### src/hw/rtl/mstts_pkg.sv
package mstts_pkg;

    localparam int TimedSlots = 16;
    localparam int AsapSlots  = 8;
    localparam int AlapSlots  = 4;
    localparam int TagBits    = 8;
    localparam int TimedIdxW  = $clog2(TimedSlots);
    localparam int AsapIdxW   = $clog2(AsapSlots);
    localparam int AlapIdxW   = $clog2(AlapSlots);
    localparam logic [30:0] TickMax = 31'h7FFF_FFFF;

    typedef enum logic [2:0] {
        OP_ARM_TIMED = 3'd0, OP_ARM_ASAP = 3'd1, OP_ARM_ALAP = 3'd2,
        OP_CANCEL_HANDLE = 3'd3, OP_CANCEL_NAME = 3'd4, OP_TICK = 3'd5,
        OP_ZERO = 3'd6, OP_NONE = 3'd7
    } t_opcode;

    typedef enum logic [2:0] {
        K_ARM_ACK = 3'd0, K_CANCEL_ACK = 3'd1, K_ASAP_FIRE = 3'd2,
        K_TIMED_FIRE = 3'd3, K_ALAP_FIRE = 3'd4, K_TICK_DONE = 3'd5,
        K_ZERO_DONE = 3'd6, K_RSVD = 3'd7
    } t_kind;

    // Controller commands to the datapath.
    typedef struct packed {
        logic load;       // capture the input beat
        logic div_step;   // one reciprocal divide step
        logic do_single;  // perform arm / cancel / zero update
        logic scan_step;  // process one scan entry
        logic scan_clr;   // reset scan index
        logic emit_ack;   // load output with single result
        logic emit_done;  // load output with tick done
    } t_cmd;

    // Datapath status to the controller.
    typedef struct packed {
        logic div_done;
        logic scan_fire;  // current scan entry produces a fire
        logic scan_end;   // current scan entry is the final one
    } t_stat;

endpackage

### src/hw/rtl/mstts_ctrl.sv
module mstts_ctrl
    import mstts_pkg::*;
(
    input  logic   i_clk,
    input  logic   i_rst_n,
    input  logic   i_valid,
    input  t_opcode i_op,
    input  logic   i_out_busy,
    input  t_stat  i_stat,
    output logic   o_stall,
    output t_cmd   o_cmd
);

    typedef enum logic [4:0] {
        S_IDLE = 5'b00001, S_DIV = 5'b00010, S_SINGLE = 5'b00100,
        S_SCAN = 5'b01000, S_DONE = 5'b10000
    } t_state;

    t_state r_state, n_state;

    assign o_stall = (r_state != S_IDLE);

    // Sequencing: arm timed divides first, a tick scans all slots.
    always_comb begin
        n_state = r_state;
        o_cmd   = '0;
        unique case (r_state)
            S_IDLE: begin
                if (i_valid) begin
                    o_cmd.load = 1'b1;
                    o_cmd.scan_clr = 1'b1;
                    if (i_op == OP_ARM_TIMED) n_state = S_DIV;
                    else if (i_op == OP_TICK) n_state = S_SCAN;
                    else if (i_op == OP_NONE) n_state = S_IDLE;
                    else n_state = S_SINGLE;
                end
            end
            S_DIV: begin
                o_cmd.div_step = 1'b1;
                if (i_stat.div_done) n_state = S_SINGLE;
            end
            S_SINGLE: begin
                if (!i_out_busy) begin
                    o_cmd.do_single = 1'b1;
                    o_cmd.emit_ack = 1'b1;
                    n_state = S_IDLE;
                end
            end
            S_SCAN: begin
                if (!(i_stat.scan_fire && i_out_busy)) begin
                    o_cmd.scan_step = 1'b1;
                    if (i_stat.scan_end) n_state = S_DONE;
                end
            end
            S_DONE: begin
                if (!i_out_busy) begin
                    o_cmd.emit_done = 1'b1;
                    n_state = S_IDLE;
                end
            end
            default: n_state = S_IDLE;
        endcase
    end

    // State register.
    always_ff @(posedge i_clk) begin
        if (!i_rst_n) begin
            r_state <= S_IDLE;
        end else begin
            r_state <= n_state;
        end
    end

endmodule

### config.mk
export PLATFORM = sky130hd
export DESIGN_NAME = mstts_ctrl
export DESIGN_NICKNAME = d
export VERILOG_FILES = /design/src/hw/rtl/mstts_pkg.sv /design/src/hw/rtl/mstts_ctrl.sv
export SDC_FILE = /design/constraint.sdc
export NUM_CORES = 1
export LEC_CHECK = 0
export ABC_AREA = 1
export BUFFER_PORTS_ARGS = -buffer_cell sky130_fd_sc_hd__buf_2
export CAP_MARGIN = 40
export CORE_AREA = 3 3 40 42
export CTS_CLUSTER_SIZE = 25
export DETAILED_ROUTE_END_ITERATION = 10
export DIE_AREA = 0 0 43 45
export REMOVE_ABC_BUFFERS = 1
export SLEW_MARGIN = 0
export SYNTH_ARGS = -nofsm -noshare
export SYNTH_HDL_FRONTEND = slang
export SYNTH_SLANG_ARGS = --single-unit
export TNS_END_PERCENT = 50
### constraint.sdc
create_clock -name i_clk -period 1.3 [get_ports i_clk]
set_input_delay 0.13 -clock i_clk [delete_from_list [all_inputs] [get_ports i_clk]]
set_output_delay 0.13 -clock i_clk [all_outputs]
set_load 0.05 [all_outputs]
# Word level (Yosys, flattened, before mapping)
# Index checks and enable logic that the tools add are counted.
# totals
out_inout_bits	8
word_cells	35
reg_bits	5
inputBits	10
# op_classes
n_reduce_logical	4
n_eq_ne	13
mux	17
# ops
op	count
5-bit 2-to-1 mux	7
5-bit case mux with 4 select lines	1
2-bit != test (second input constant)	5
1-bit 2-to-1 mux	8
3-bit == test (second input constant)	2
5-bit by 1-bit == test with 1-bit output (second input constant)	1
5-bit by 2-bit == test with 1-bit output (second input constant)	1
5-bit by 3-bit == test with 1-bit output (second input constant)	1
5-bit by 4-bit == test with 1-bit output (second input constant)	1
5-bit == test (second input constant)	1
5-bit by 1-bit != test with 1-bit output (second input constant)	1
5-bit AND reduction	1
3-bit logical NOT	1
3-bit 2-to-1 mux	1
2-bit OR reduction	1
1-bit logical AND	1

# Depth between registers and ports, before layout
# Gate-level depths: netlist (run 1).
# depth
word_depth	6
ltp_mapped	10
mapped_depth_nobuf	10

# Least setup slack after synthesis (run 1)
# No wires, ideal clock.
# synth_timing
path_type	register to output
startpoint	register r_state[0]
endpoint	output port o_cmd[6] (netlist name)
path_stages_with_launch	6
arrival_time_ns	1.988
n_path_buf	1
required_ns	1.170
setup_slack_ns	-0.818
path_cell_list	dfxtp_1 > inv_1 > nor2_2 > nand3_2 > nor2_1 > buf_4
# synth_lines
item	line	rtl
from (decl)	mstts_ctrl.sv:19	t_state r_state, n_state;
from (signal assigned)	mstts_ctrl.sv:70	r_state <= n_state;
to (decl)	mstts_ctrl.sv:11	output t_cmd o_cmd

==> key figures, run 1 <==
Outcome
  • Status: complete, but fails checks
  • Violated checks: setup timing

Detailed routing
  • DRC Markers: 0
  • Average routed wire per standard cell: about 13 um
  • Post-route ant nets: 0
  • Avg Vias per Cell: slightly below 5
  • Vias: 550
  • Drt pass-1 iters: 4
  • DR iter-0 viols: 8
  • DRT Wirelength: around 1400 um

Final layout
  • FILL cells: approximately 120
  • Antenna cell count: 0
  • Commonest non-fill, non-tap cell in the layout: buf_2
  • Final Util: 59.8%
  • Max FFs per register: 5
  • Biggest register: r_state
  • Share of layout cells above drive strength 1: 60.4%
  • Area growth syn-to-layout: 72.5%
  • Nets: roughly 110
  • Biggest regs: r_state: 5 flops
  • FF+latch area: about 110 um^2
  • Most frequent cells in the layout: buf_2 (10), inv_1 (9), nand2_1 (9)
  • Multi-input logic area: approximately 370 um^2

Timing
  • Worst slew pin tran: approximately 320 ps
  • Pins Over Slew Limit: 0
  • Min Hold Slack: roughly 120 ps
  • Fmax: between 0.7 and 0.8 GHz
  • Final worst slack: -44.1 ps
  • Rel. slew slack: 78.3%
  • RSZ-0062 raised after global routing: true
  • Final min period: roughly 1300 ps
  • Final setup vio count: 6
  • Fin crit share: 103%
  • Worst-case clock skew: 2.10 ps
  • Final Hold Viols: 0

Yosys
  • Synth warn: 0
  • Post-synth top area share: between 20 and 25%
  • Synthesized instance count: 71
  • Synth area leaders: dfxtp_1 (22%), nor2_1 (12%), inv_1 (9.3%)
  • Post-synthesis register bit count: 5
  • Syn Area/Cell: ~6.3 um^2
  • Synth area leader: dfxtp_1
  • Netlist Area Pre-Place: 445 um^2
  • Share of the yosys chip area belonging to registers: ~22%
  • Post-synth cell types: 17

Floorplanning
  • Total Die Area: about 0.0019 mm^2
  • Num ports: 18
  • Die W: about 43 um
  • Effective utilization at floorplan: between 30% and 40%
  • Rows: 13
  • Core area: 0.00128 mm^2
  • Die Height: 45 um

Hold path
  • Min-delay worst type: input pin to register
  • Hold Path End: r_state[0]$_SDFFE_PN1P_
  • WHS Path Cells: 2
  • Worst Hold Launch: i_rst_n

Clock tree
  • CTS tree: yes
  • CTS max path bufs: 2
  • Root buf cell: clkbuf_4
  • Register clock-pin slew on the reported worst setup and hold paths: about 50 ps
  • Clk sinks: 5
  • Clk Latency, worst-skew pair: 250 ps
  • Hold-fix buffers, CTS: 0
  • H-tree depth: 1
  • Cts bufs inserted: 3

Power and ir drop
  • Clk pwr share: between 10% and 20%
  • Switching power: approximately 960 uW
  • Pwr Density: approximately 2300 mW/mm^2
  • Gate power share: a little under three quarters
  • IR drop worst, VDD: 1.22 mV
  • Total power: 1.80 mW
  • Reg power frac: 18.1%
  • Leak Pwr: between 0.3 and 0.4 nW
  • Sw Share: a little over half
  • Internal power: 841 uW

Placement
  • Post-DP HPWL: 890 um
  • # port buffers: 17
  • Final GP Congestion: about 0.75

Setup path
  • Worst R2R Setup Slack: ~50 ps
  • Worst r2r src: r_state[3]$_SDFFE_PN0P_
  • RR Endpoint: r_state[4]$_SDFFE_PN0P_
  • Critical path's largest stage delay: between 300 and 400 ps
  • Delay-heaviest family, CP: simple AND/OR/NAND/NOR gates
  • CP Class: register to primary output
  • CP bufs+invs: 1
  • CP max-delay cell: dfxtp_4
  • Critical path capture point type: primary output
  • WP data required: between 1000 and 1500 ps
  • CP Launch Type: register
  • Most frequent CP cell: nor2_4
  • Worst path cell trace: nor2_4, nand3_4, nor2_4, buf_6
  • R2R depth: 9
  • WP data arrival: around 1200 ps
  • Worst-path maximum fanout: 4

GRT
  • Vias in the first global route: 506
  • Total congestion overflow: 0
  • Global-route wire length before repair: between 2000 and 2500 um
  • Most Crowded Layer GR: met2
  • Largest net degree at the start of global routing: 8
  • Total track usage: 16.0%
  • Initial antenna violation count: 0
  • Routing usage on met3: between 2 and 3%
  • M2 GR Usage: between 20% and 30%
  • Global Route met1 Usage: approximately 19%

Job
  • Number of max-cap violations: 0
synthesized netlist by cell type:
cell type and count:
nand4_1 5, nor3_2 1, nand2_2 2, nor2_2 4
nand2_1 9, a21oi_1 3, nor3_1 1, nor2_4 1
nor2_1 14, inv_1 11, buf_4 2, nand3_1 5
o31ai_1 1, nand3_2 4, dfxtp_1 5, nand4_2 1
inv_2 2
through the flow:
stage,worst slack [ps],cells,setup TNS [ps],cell area (um^2)
floorplan,-1060,69,-3920,430
global placement,38.4,101,0,534
detailed placement,2.15,101,0,534
CTS,-37.6,109,-198,663
global route,-102,111,-666,768
finish,-44.1,111,-176,768
power groups by stage:
stage	Clock [mW]	Combinational, mW	Sequential, mW
CTS	0.189	1.11	0.300
global placement	0	0.880	0.273
global route	0.193	1.38	0.336
floorplan	0	0.716	0.262
detailed placement	0	0.873	0.273
finish	0.187	1.29	0.325
logic make-up (layout without fill, tap and decap cells):
logic type | count (synthesis) | in the layout | synth area share [%]
AO/OA/AOI/OAI | 4 | 4 | 5.06
flip-flops | 5 | 5 | 22.5
AND/OR/NAND/NOR | 47 | 47 | 58.1
buffers and inverters | 15 | 40 | 14.3
worst register-to-register path: cells and delay by family (launching register included):
| family | cells | cell delay (ps) |
|---|---|---|
| buffers and inverters | 1 | 140 |
| flip-flops | 1 | 350 |
| AND/OR/NAND/NOR | 8 | 670 |
area by class of cell:
class	count	area share, %
clock buffers	4	3.42
multi-input cells	51	48.0
well taps	15	2.44
repair buffers	23	24.6
flip-flops and latches	5	14.8
inverters	13	6.68
worst max path at each step:
| stage | cells after the start | slack [ps] | end | from |
|---|---|---|---|---|
| floorplan | 4 | -1060 | o_cmd[2] | r_state[0]$_SDFFE_PN1P_ |
| global placement | 4 | 40 | o_cmd[6] | r_state[2]$_SDFFE_PN0P_ |
| detailed placement | 5 | 2 | o_cmd[3] | r_state[3]$_SDFFE_PN0P_ |
| CTS | 4 | -40 | o_cmd[5] | r_state[3]$_SDFFE_PN0P_ |
| global route | 5 | -100 | o_cmd[3] | r_state[3]$_SDFFE_PN0P_ |
| finish | 4 | -40 | o_cmd[2] | r_state[3]$_SDFFE_PN0P_ |
per-layer routing:
| metal | wire [um] | share of wire (%) |
|---|---|---|
| met5 | 0 | 0 |
| met4 | 65 | 4.5 |
| met3 | 74 | 5.2 |
| met2 | 725 | 51 |
| met1 | 569 | 40 |
what timing repair did:
item                                    4_1_cts  5_1_grt
pin swaps                                     5        7
setup buffers                                 4        2
gates resized for setup                      24       24
endpoints found under the setup margin        8       13
Power figures use the tool's default switching activity.
==> run 2: changes to the inputs <==
--- a/config.mk
+++ b/config.mk
@@ -13,6 +13,7 @@
 export DETAILED_ROUTE_END_ITERATION = 10
 export DIE_AREA = 0 0 43 45
 export REMOVE_ABC_BUFFERS = 1
+export SKIP_CTS_REPAIR_TIMING = 1
 export SLEW_MARGIN = 0
 export SYNTH_ARGS = -nofsm -noshare
 export SYNTH_HDL_FRONTEND = slang
==> key figures, run 2 (synthesized netlist as in run 1, its figures left out) <==
Outcome
  • Status: complete, but fails checks (unchanged)
  • Violated checks: setup timing (unchanged)

Setup path
  • Most frequent CP cell: nor2_4 (unchanged)
  • Worst path cell trace: inv_2, nor2_4, nand3_4, nor2_4, buf_6 (was nor2_4, nand3_4, nor2_4, buf_6)
  • CP Class: register to primary output (unchanged)
  • CP max-delay cell: dfxtp_4 (unchanged)
  • WP data required: 1170 ps (about the same)
  • Critical path capture point type: primary output (unchanged)
  • WP data arrival: 1270 ps (was 1210 ps)
  • Delay-heaviest family, CP: simple AND/OR/NAND/NOR gates (unchanged)
  • Critical path's largest stage delay: 370 ps (was 350 ps)
  • CP Launch Type: register (unchanged)
  • Worst R2R Setup Slack: -10 ps (was 50 ps)
  • Worst-path maximum fanout: 4 (unchanged)
  • CP bufs+invs: 2 (was 1)

Timing
  • Final Hold Viols: 0 (unchanged)
  • Final setup vio count: 10 (was 6)
  • RSZ-0062 raised after global routing: true (unchanged)
  • Rel. slew slack: 76.9% (was 78.3%)
  • Worst slew pin tran: 344 ps (was 323 ps)
  • Setup_tns: -369 ps (was -176 ps)
  • Min Hold Slack: 126 ps (was 125 ps)
  • Final min period: 1400 ps (was 1340 ps)
  • Final worst slack: -98.1 ps (was -44.1 ps)
  • Worst-case clock skew: 0.386 ps (was 2.10 ps)
  • Fmax: 0.715 GHz (was 0.744 GHz)
  • Pins Over Slew Limit: 0 (unchanged)
  • Fin crit share: 108% (was 103%)

Floorplanning
  • Total Die Area: 0.00194 mm^2 (unchanged)
  • Num ports: 18 (unchanged)
  • Die Height: 45 um (unchanged)
  • Core area: 0.00128 mm^2 (unchanged)
  • Effective utilization at floorplan: 34.7% (unchanged)
  • Rows: 13 (unchanged)
  • Die W: 43 um (unchanged)

GRT
  • Global-route wire length before repair: 1870 um (was 2310 um)
  • Total track usage: 12.5% (was 16.0%)
  • Total congestion overflow: 0 (unchanged)
  • Largest net degree at the start of global routing: 8 (unchanged)
  • Initial antenna violation count: 0 (unchanged)
  • Vias in the first global route: 446 (was 506)

Final layout
  • Share of layout cells above drive strength 1: 57.4% (was 60.4%)
  • Nets: 105 (was 107)
  • Area growth syn-to-layout: 62.1% (was 72.5%)
  • Cell Count, Final, Fillers Out: 109 (was 111)
  • Antenna cell count: 0 (unchanged)
  • Biggest regs: r_state: 5 flops (unchanged)
  • Biggest register: r_state (unchanged)
  • Max FFs per register: 5 (unchanged)
  • Most frequent cells in the layout: nor2_1 (10), buf_2 (10), inv_1 (9), nand2_1 (9), nor2_4 (6) (was buf_2 (10), inv_1 (9), nand2_1 (9))

Power and ir drop
  • Reg power frac: 19.0% (was 18.1%)
  • Switching power: 917 uW (was 958 uW)
  • Pwr Density: 2360 mW/mm^2 (was 2340 mW/mm^2)
  • Leak Pwr: 0.369 nW (was 0.380 nW)
  • IR drop worst, VDD: 1.20 mV (was 1.22 mV)
  • Sw Share: 53.8% (was 53.2%)
  • Gate power share: 69.9% (was 71.5%)
  • Clk pwr share: 11.1% (was 10.4%)
  • Internal power: 787 uW (was 841 uW)

Detailed routing
  • DR WL met2: 703 um (was 725 um)
  • DRC Markers: 0 (unchanged)
  • DR iter-0 viols: 4 (was 8)
  • Drt pass-1 iters: 4 (unchanged)
  • Post-route ant nets: 0 (unchanged)
  • Metal3 WL: 66 um (was 74 um)
  • Met1 Wirelength: 566 um (was 569 um)
  • Vias: 540 (was 550)
  • Highest routed layer: met4 (unchanged)
  • DRT Wirelength: 1360 um (was 1430 um)
  • Average routed wire per standard cell: 12.4 um (was 12.9 um)
  • Avg Vias per Cell: 4.95 (about the same)

Clock tree
  • Root buf cell: clkbuf_4 (unchanged)
  • Clk sinks: 5 (unchanged)
  • Register clock-pin slew on the reported worst setup and hold paths: 50 ps (about the same)
  • Clk Latency, worst-skew pair: 250 ps (about the same)
  • CTS max path bufs: 2 (unchanged)
  • Cts bufs inserted: 3 (unchanged)
  • H-tree depth: 1 (unchanged)
  • CTS tree: yes (unchanged)

Placement
  • # port buffers: 17 (unchanged)
  • Post-Place Cells: 101 (unchanged)
  • Post-DP HPWL: 890 um (unchanged)
  • Final GP Congestion: 0.745 (unchanged)

Job
  • Number of max-cap violations: 0 (unchanged)

Hold path
  • Min-delay worst type: input pin to register (unchanged)
-- run 2: cell types whose count changed in the layout (fill, tap and decap cells not counted), sizes merged --
| cell | delta |
|---|---|
| buf | -2 |
-- run 2: power groups by stage --
stage	clock (mW)	sequential (mW)	combinational (mW)
global route	0.198	0.329	1.28
global placement	0	0.273	0.880
detailed placement	0	0.273	0.873
CTS	0.189	0.270	0.877
finish	0.189	0.324	1.19
floorplan	0	0.262	0.716
-- run 2: area by class of cell --
type / instances / area [um^2]
fillers: 118 / 563
multi-input cells: 51 / 350
repair buffers: 21 / 166
flip-flops and latches: 5 / 111
inverters: 13 / 48.8
clock buffers: 4 / 26.3
well taps: 15 / 18.8
-- run 2: worst paths after layout --
check | endpoint | startpoint | cells after the start
hold / removal | r_state[0]$_SDFFE_PN1P_ | i_rst_n | 2
setup reg to reg | r_state[2]$_SDFFE_PN0P_ | r_state[2]$_SDFFE_PN0P_ | 8
setup / recovery | o_cmd[2] | r_state[0]$_SDFFE_PN1P_ | 5
hold reg to reg | r_state[2]$_SDFFE_PN0P_ | r_state[2]$_SDFFE_PN0P_ | 2
-- run 2: metrics by stage --
stage | total power, mW | util (%) | setup WS, ps | cell area (um^2)
finish | 1.70 | 56.2 | -98.1 | 722
global route | 1.80 | 56.2 | -143 | 722
CTS | 1.34 | 43.6 | -265 | 561
detailed placement | 1.15 | 41.6 | 2.15 | 534
global placement | 1.15 | 41.6 | 38.4 | 534
floorplan | 0.978 | - | -1060 | 430
-- run 2: routing by layer --
metal  track usage (%)  vias to the layer above
met4              5.42                        0
li1                  -                      274
met5                 0                        -
met3              2.39                        2
met1              17.2                      247
met2              19.2                       17
==> run 3: changes to the inputs <==
--- a/config.mk
+++ b/config.mk
@@ -5,7 +5,6 @@
 export SDC_FILE = /design/constraint.sdc
 export NUM_CORES = 1
 export LEC_CHECK = 0
-export ABC_AREA = 1
 export BUFFER_PORTS_ARGS = -buffer_cell sky130_fd_sc_hd__buf_2
 export CAP_MARGIN = 40
 export CORE_AREA = 3 3 40 42
@@ -13,7 +12,6 @@
 export DETAILED_ROUTE_END_ITERATION = 10
 export DIE_AREA = 0 0 43 45
 export REMOVE_ABC_BUFFERS = 1
-export SKIP_CTS_REPAIR_TIMING = 1
 export SLEW_MARGIN = 0
 export SYNTH_ARGS = -nofsm -noshare
 export SYNTH_HDL_FRONTEND = slang
==> key figures, run 3 <==
Outcome
  • Status: complete, but fails checks (unchanged)
  • Violated checks: setup timing (unchanged)

Setup path
  • RR Endpoint: r_state[4]$_SDFFE_PN0P_ (was r_state[2]$_SDFFE_PN0P_)
  • CP Class: register to primary output (unchanged)
  • Critical path capture point type: primary output (unchanged)
  • Worst path cell trace: or3_4, or3b_4, inv_4, buf_8 (was inv_2, nor2_4, nand3_4, nor2_4, buf_6)
  • Delay-heaviest family, CP: simple AND/OR/NAND/NOR gates (unchanged)
  • CP Launch Type: register (unchanged)
  • CP max-delay cell: or3b_4 (was dfxtp_4)
  • WP data arrival: 1580 ps (was 1270 ps)
  • Worst-path maximum fanout: 4 (unchanged)
  • CP bufs+invs: 2 (unchanged)
  • Worst r2r src: r_state[4]$_SDFFE_PN0P_ (was r_state[2]$_SDFFE_PN0P_)
  • R2R depth: 6 (was 8)
  • Critical path's largest stage delay: 400 ps (was 370 ps)
  • WP data required: 1170 ps (about the same)
  • Worst R2R Setup Slack: -350 ps (was -10 ps)

GRT
  • Largest net degree at the start of global routing: 8 (unchanged)
  • Total track usage: 14.6% (was 12.5%)
  • Initial antenna violation count: 0 (unchanged)
  • Global-route wire length before repair: 2060 um (was 1870 um)
  • Vias in the first global route: 470 (was 446)
  • Total congestion overflow: 0 (unchanged)

Hold path
  • Min-delay worst type: input pin to register (unchanged)
  • WHS Path Cells: 3 (was 2)
  • Hold Path End: r_state[2]$_SDFFE_PN0P_ (was r_state[0]$_SDFFE_PN1P_)
  • Worst Hold Launch: i_rst_n (unchanged)

Timing
  • Final setup vio count: 13 (was 10)
  • RSZ-0062 raised after global routing: true (unchanged)
  • Fin crit share: 132% (was 108%)
  • Pins Over Slew Limit: 0 (unchanged)
  • Worst-case clock skew: 5.06 ps (was 0.386 ps)
  • Final Hold Viols: 0 (unchanged)
  • Final worst slack: -414 ps (was -98.1 ps)
  • Worst slew pin tran: 429 ps (was 344 ps)
  • Rel. slew slack: 70.7% (was 76.9%)
  • Setup_tns: -3970 ps (was -369 ps)
  • Fmax: 0.583 GHz (was 0.715 GHz)
  • Final min period: 1710 ps (was 1400 ps)

Job
  • Number of max-cap violations: 0 (unchanged)

Detailed routing
  • Vias: 487 (was 540)
  • Avg Vias per Cell: 5.07 (was 4.95)
  • Average routed wire per standard cell: 13.8 um (was 12.4 um)
  • DRC Markers: 0 (unchanged)
  • Post-route ant nets: 0 (unchanged)
  • DR iter-0 viols: 11 (was 4)
  • DRT Wirelength: 1330 um (was 1360 um)
  • Drt pass-1 iters: 4 (unchanged)

Yosys
  • Netlist Area Pre-Place: 383 um^2 (was 445 um^2)
  • Synth area leader: dfxtp_1 (unchanged)
  • Post-synth cell types: 31 (was 17)
  • Most common cell in the synthesized netlist: dfxtp_1 (was nor2_1)
  • Post-synth top area share: 26.1% (was 22.5%)
  • Synth warn: 0 (unchanged)
  • Synth area leaders: dfxtp_1 (26%), mux2i_1 (5.2%), nor4b_1 (4.6%) (was dfxtp_1 (22%), nor2_1 (12%), inv_1 (9.3%))
  • Synth cell count leaders: dfxtp_1 (5), nor2_1 (4), nand2_1 (3), nor3_1 (3) (was nor2_1 (14), inv_1 (11), nand2_1 (9))
  • Post-synth EDFFs: 0 (unchanged)
  • Share of the yosys chip area belonging to registers: 26.1% (was 22.5%)
  • Synth async-reset ratio: 0% (unchanged)
  • Syn Area/Cell: 8.15 um^2 (was 6.27 um^2)
  • Synthesized instance count: 47 (was 71)
  • Ys flop type: dfxtp_1 (unchanged)
  • Post-synthesis register bit count: 5 (unchanged)

Final layout
  • Commonest non-fill, non-tap cell in the layout: buf_4
  • Most frequent cells in the layout: buf_4 (16), buf_2 (9), buf_8 (4) (was nor2_1 (10), buf_2 (10), inv_1 (9), nand2_1 (9), nor2_4 (6))
  • Area growth syn-to-layout: 92.2% (was 62.1%)
  • Final Util: 57.3% (was 56.2%)
  • Biggest regs: r_state: 5 flops (unchanged)
  • Biggest register: r_state (unchanged)
  • Antenna cell count: 0 (unchanged)
  • Max FFs per register: 5 (unchanged)
  • Nets: 92 (was 105)
  • Share of layout cells above drive strength 1: 65.4% (was 57.4%)

Clock tree
  • H-tree depth: 1 (unchanged)
  • Cts bufs inserted: 3 (unchanged)
  • Clk sinks: 5 (unchanged)
  • Hold-fix buffers, CTS: 0
  • Root buf cell: clkbuf_4 (unchanged)
  • CTS tree: yes (unchanged)
  • CTS max path bufs: 2 (unchanged)
  • Register clock-pin slew on the reported worst setup and hold paths: 40 ps (was 50 ps)
  • Clk Latency, worst-skew pair: 240 ps (was 250 ps)

Floorplanning
  • Die Height: 45 um (unchanged)
  • Effective utilization at floorplan: 29.8% (was 34.7%)
  • Die W: 43 um (unchanged)
  • Num ports: 18 (unchanged)
  • Core area: 0.00128 mm^2 (unchanged)
  • Total Die Area: 0.00194 mm^2 (unchanged)
  • Rows: 13 (unchanged)

Power and ir drop
  • Reg power frac: 18.8% (was 19.0%)
  • IR drop worst, VDD: 0.751 mV (was 1.20 mV)
  • Total power: 1.04 mW (was 1.70 mW)
  • Internal power: 616 uW (was 787 uW)
  • Switching power: 424 uW (was 917 uW)
  • Clk pwr share: 16.7% (was 11.1%)
  • Leak Pwr: 0.328 nW (was 0.369 nW)
  • Sw Share: 40.8% (was 53.8%)
  • Pwr Density: 1410 mW/mm^2 (was 2360 mW/mm^2)
  • Gate power share: 64.5% (was 69.9%)

Placement
  • Post-DP HPWL: 872 um (was 890 um)
  • Final GP Congestion: 0.832 (was 0.745)
  • # port buffers: 17 (unchanged)
[run 3: changes by cell type after synthesis, sizes merged, moves of 2 or more]
cell     delta
nand4       -5
o21ai       +2
or3         +2
inv        -10
a21oi       -2
mux2i       +2
nor4b       +2
nand2       -8
nand3       -7
a2111oi     +2
nor2       -15
[run 3: how the worst max path moves through the flow]
stage          slack (ps)  depth (start not counted)                 endpoint                     from
3_3_place_gp         -300                          5  r_state[3]$_SDFFE_PN0P_  r_state[3]$_SDFFE_PN0P_
4_1_cts              -400                          4                 o_cmd[5]  r_state[4]$_SDFFE_PN0P_
3_5_place_dp         -310                          5  r_state[2]$_SDFFE_PN0P_  r_state[2]$_SDFFE_PN0P_
5_1_grt              -450                          4                 o_cmd[5]  r_state[4]$_SDFFE_PN0P_
6_report             -410                          4                 o_cmd[5]  r_state[4]$_SDFFE_PN0P_
2_1_floorplan       -2650                          2                 o_cmd[1]  r_state[0]$_SDFFE_PN1P_
[run 3: cell type report]
class	count	area (um^2)
timing repair buffer	32	259
sequential	5	104
tap	15	18.8
fill	118	549
multi-input combinational	37	314
inverter	3	13.8
clock buffer	4	26.3
[run 3: stage by stage]
step	instances	cell area (um^2)	hold WS [ps]	worst slack, ps
finish	96	736	218	-414
global route	96	736	208	-448
CTS	95	722	196	-402
detailed placement	89	562	465	-314
global placement	89	562	468	-304
floorplan	45	368	238	-2650
[run 3: power groups by stage]
stage	combinational, mW	sequential, mW	clock (mW)
6_report	0.670	0.196	0.174
4_1_cts	0.651	0.194	0.185
5_1_grt	0.705	0.199	0.198
3_5_place_dp	0.488	0.194	0
3_3_place_gp	0.487	0.193	0
2_1_floorplan	0.292	0.195	0
[run 3: cells by family (layout without fill, tap and decap cells)]
logic type,count (synthesis),after routing,synth area share (%)
buffers and inverters,5,39,7.52
xor gates and xnor gates,1,1,2.29
AOI/OAI and AO/OA,11,11,21.6
muxes,2,2,5.23
DFF,5,5,26.1
and+or+nand+nor,23,23,37.3
[run 3: per-layer routing]
metal	wire (um)	GRT usage (%)	vias up
met2	661	24.0	24
met3	83	3.98	6
met1	533	15.9	211
met4	50	11.4	0
li1	-	-	246
met5	0	0	-
[run 3: repair_timing]
action	4_1_cts	5_1_grt
pin swaps	7	5
buffers inserted	2	1
hold endpoints to repair	0	0
gates cloned	0	0
endpoints found under the setup margin	13	13
gates resized for setup	33	2
[run 3: worst register-to-register path, delay by kind of cell (launching register included)]
kind / cells / cell delay (ps)
buffers and inverters: 2 / 190
multiplexers: 1 / 190
flip-flops: 1 / 330
AND/OR/NAND/NOR: 2 / 790
AO/OA/AOI/OAI: 1 / 60
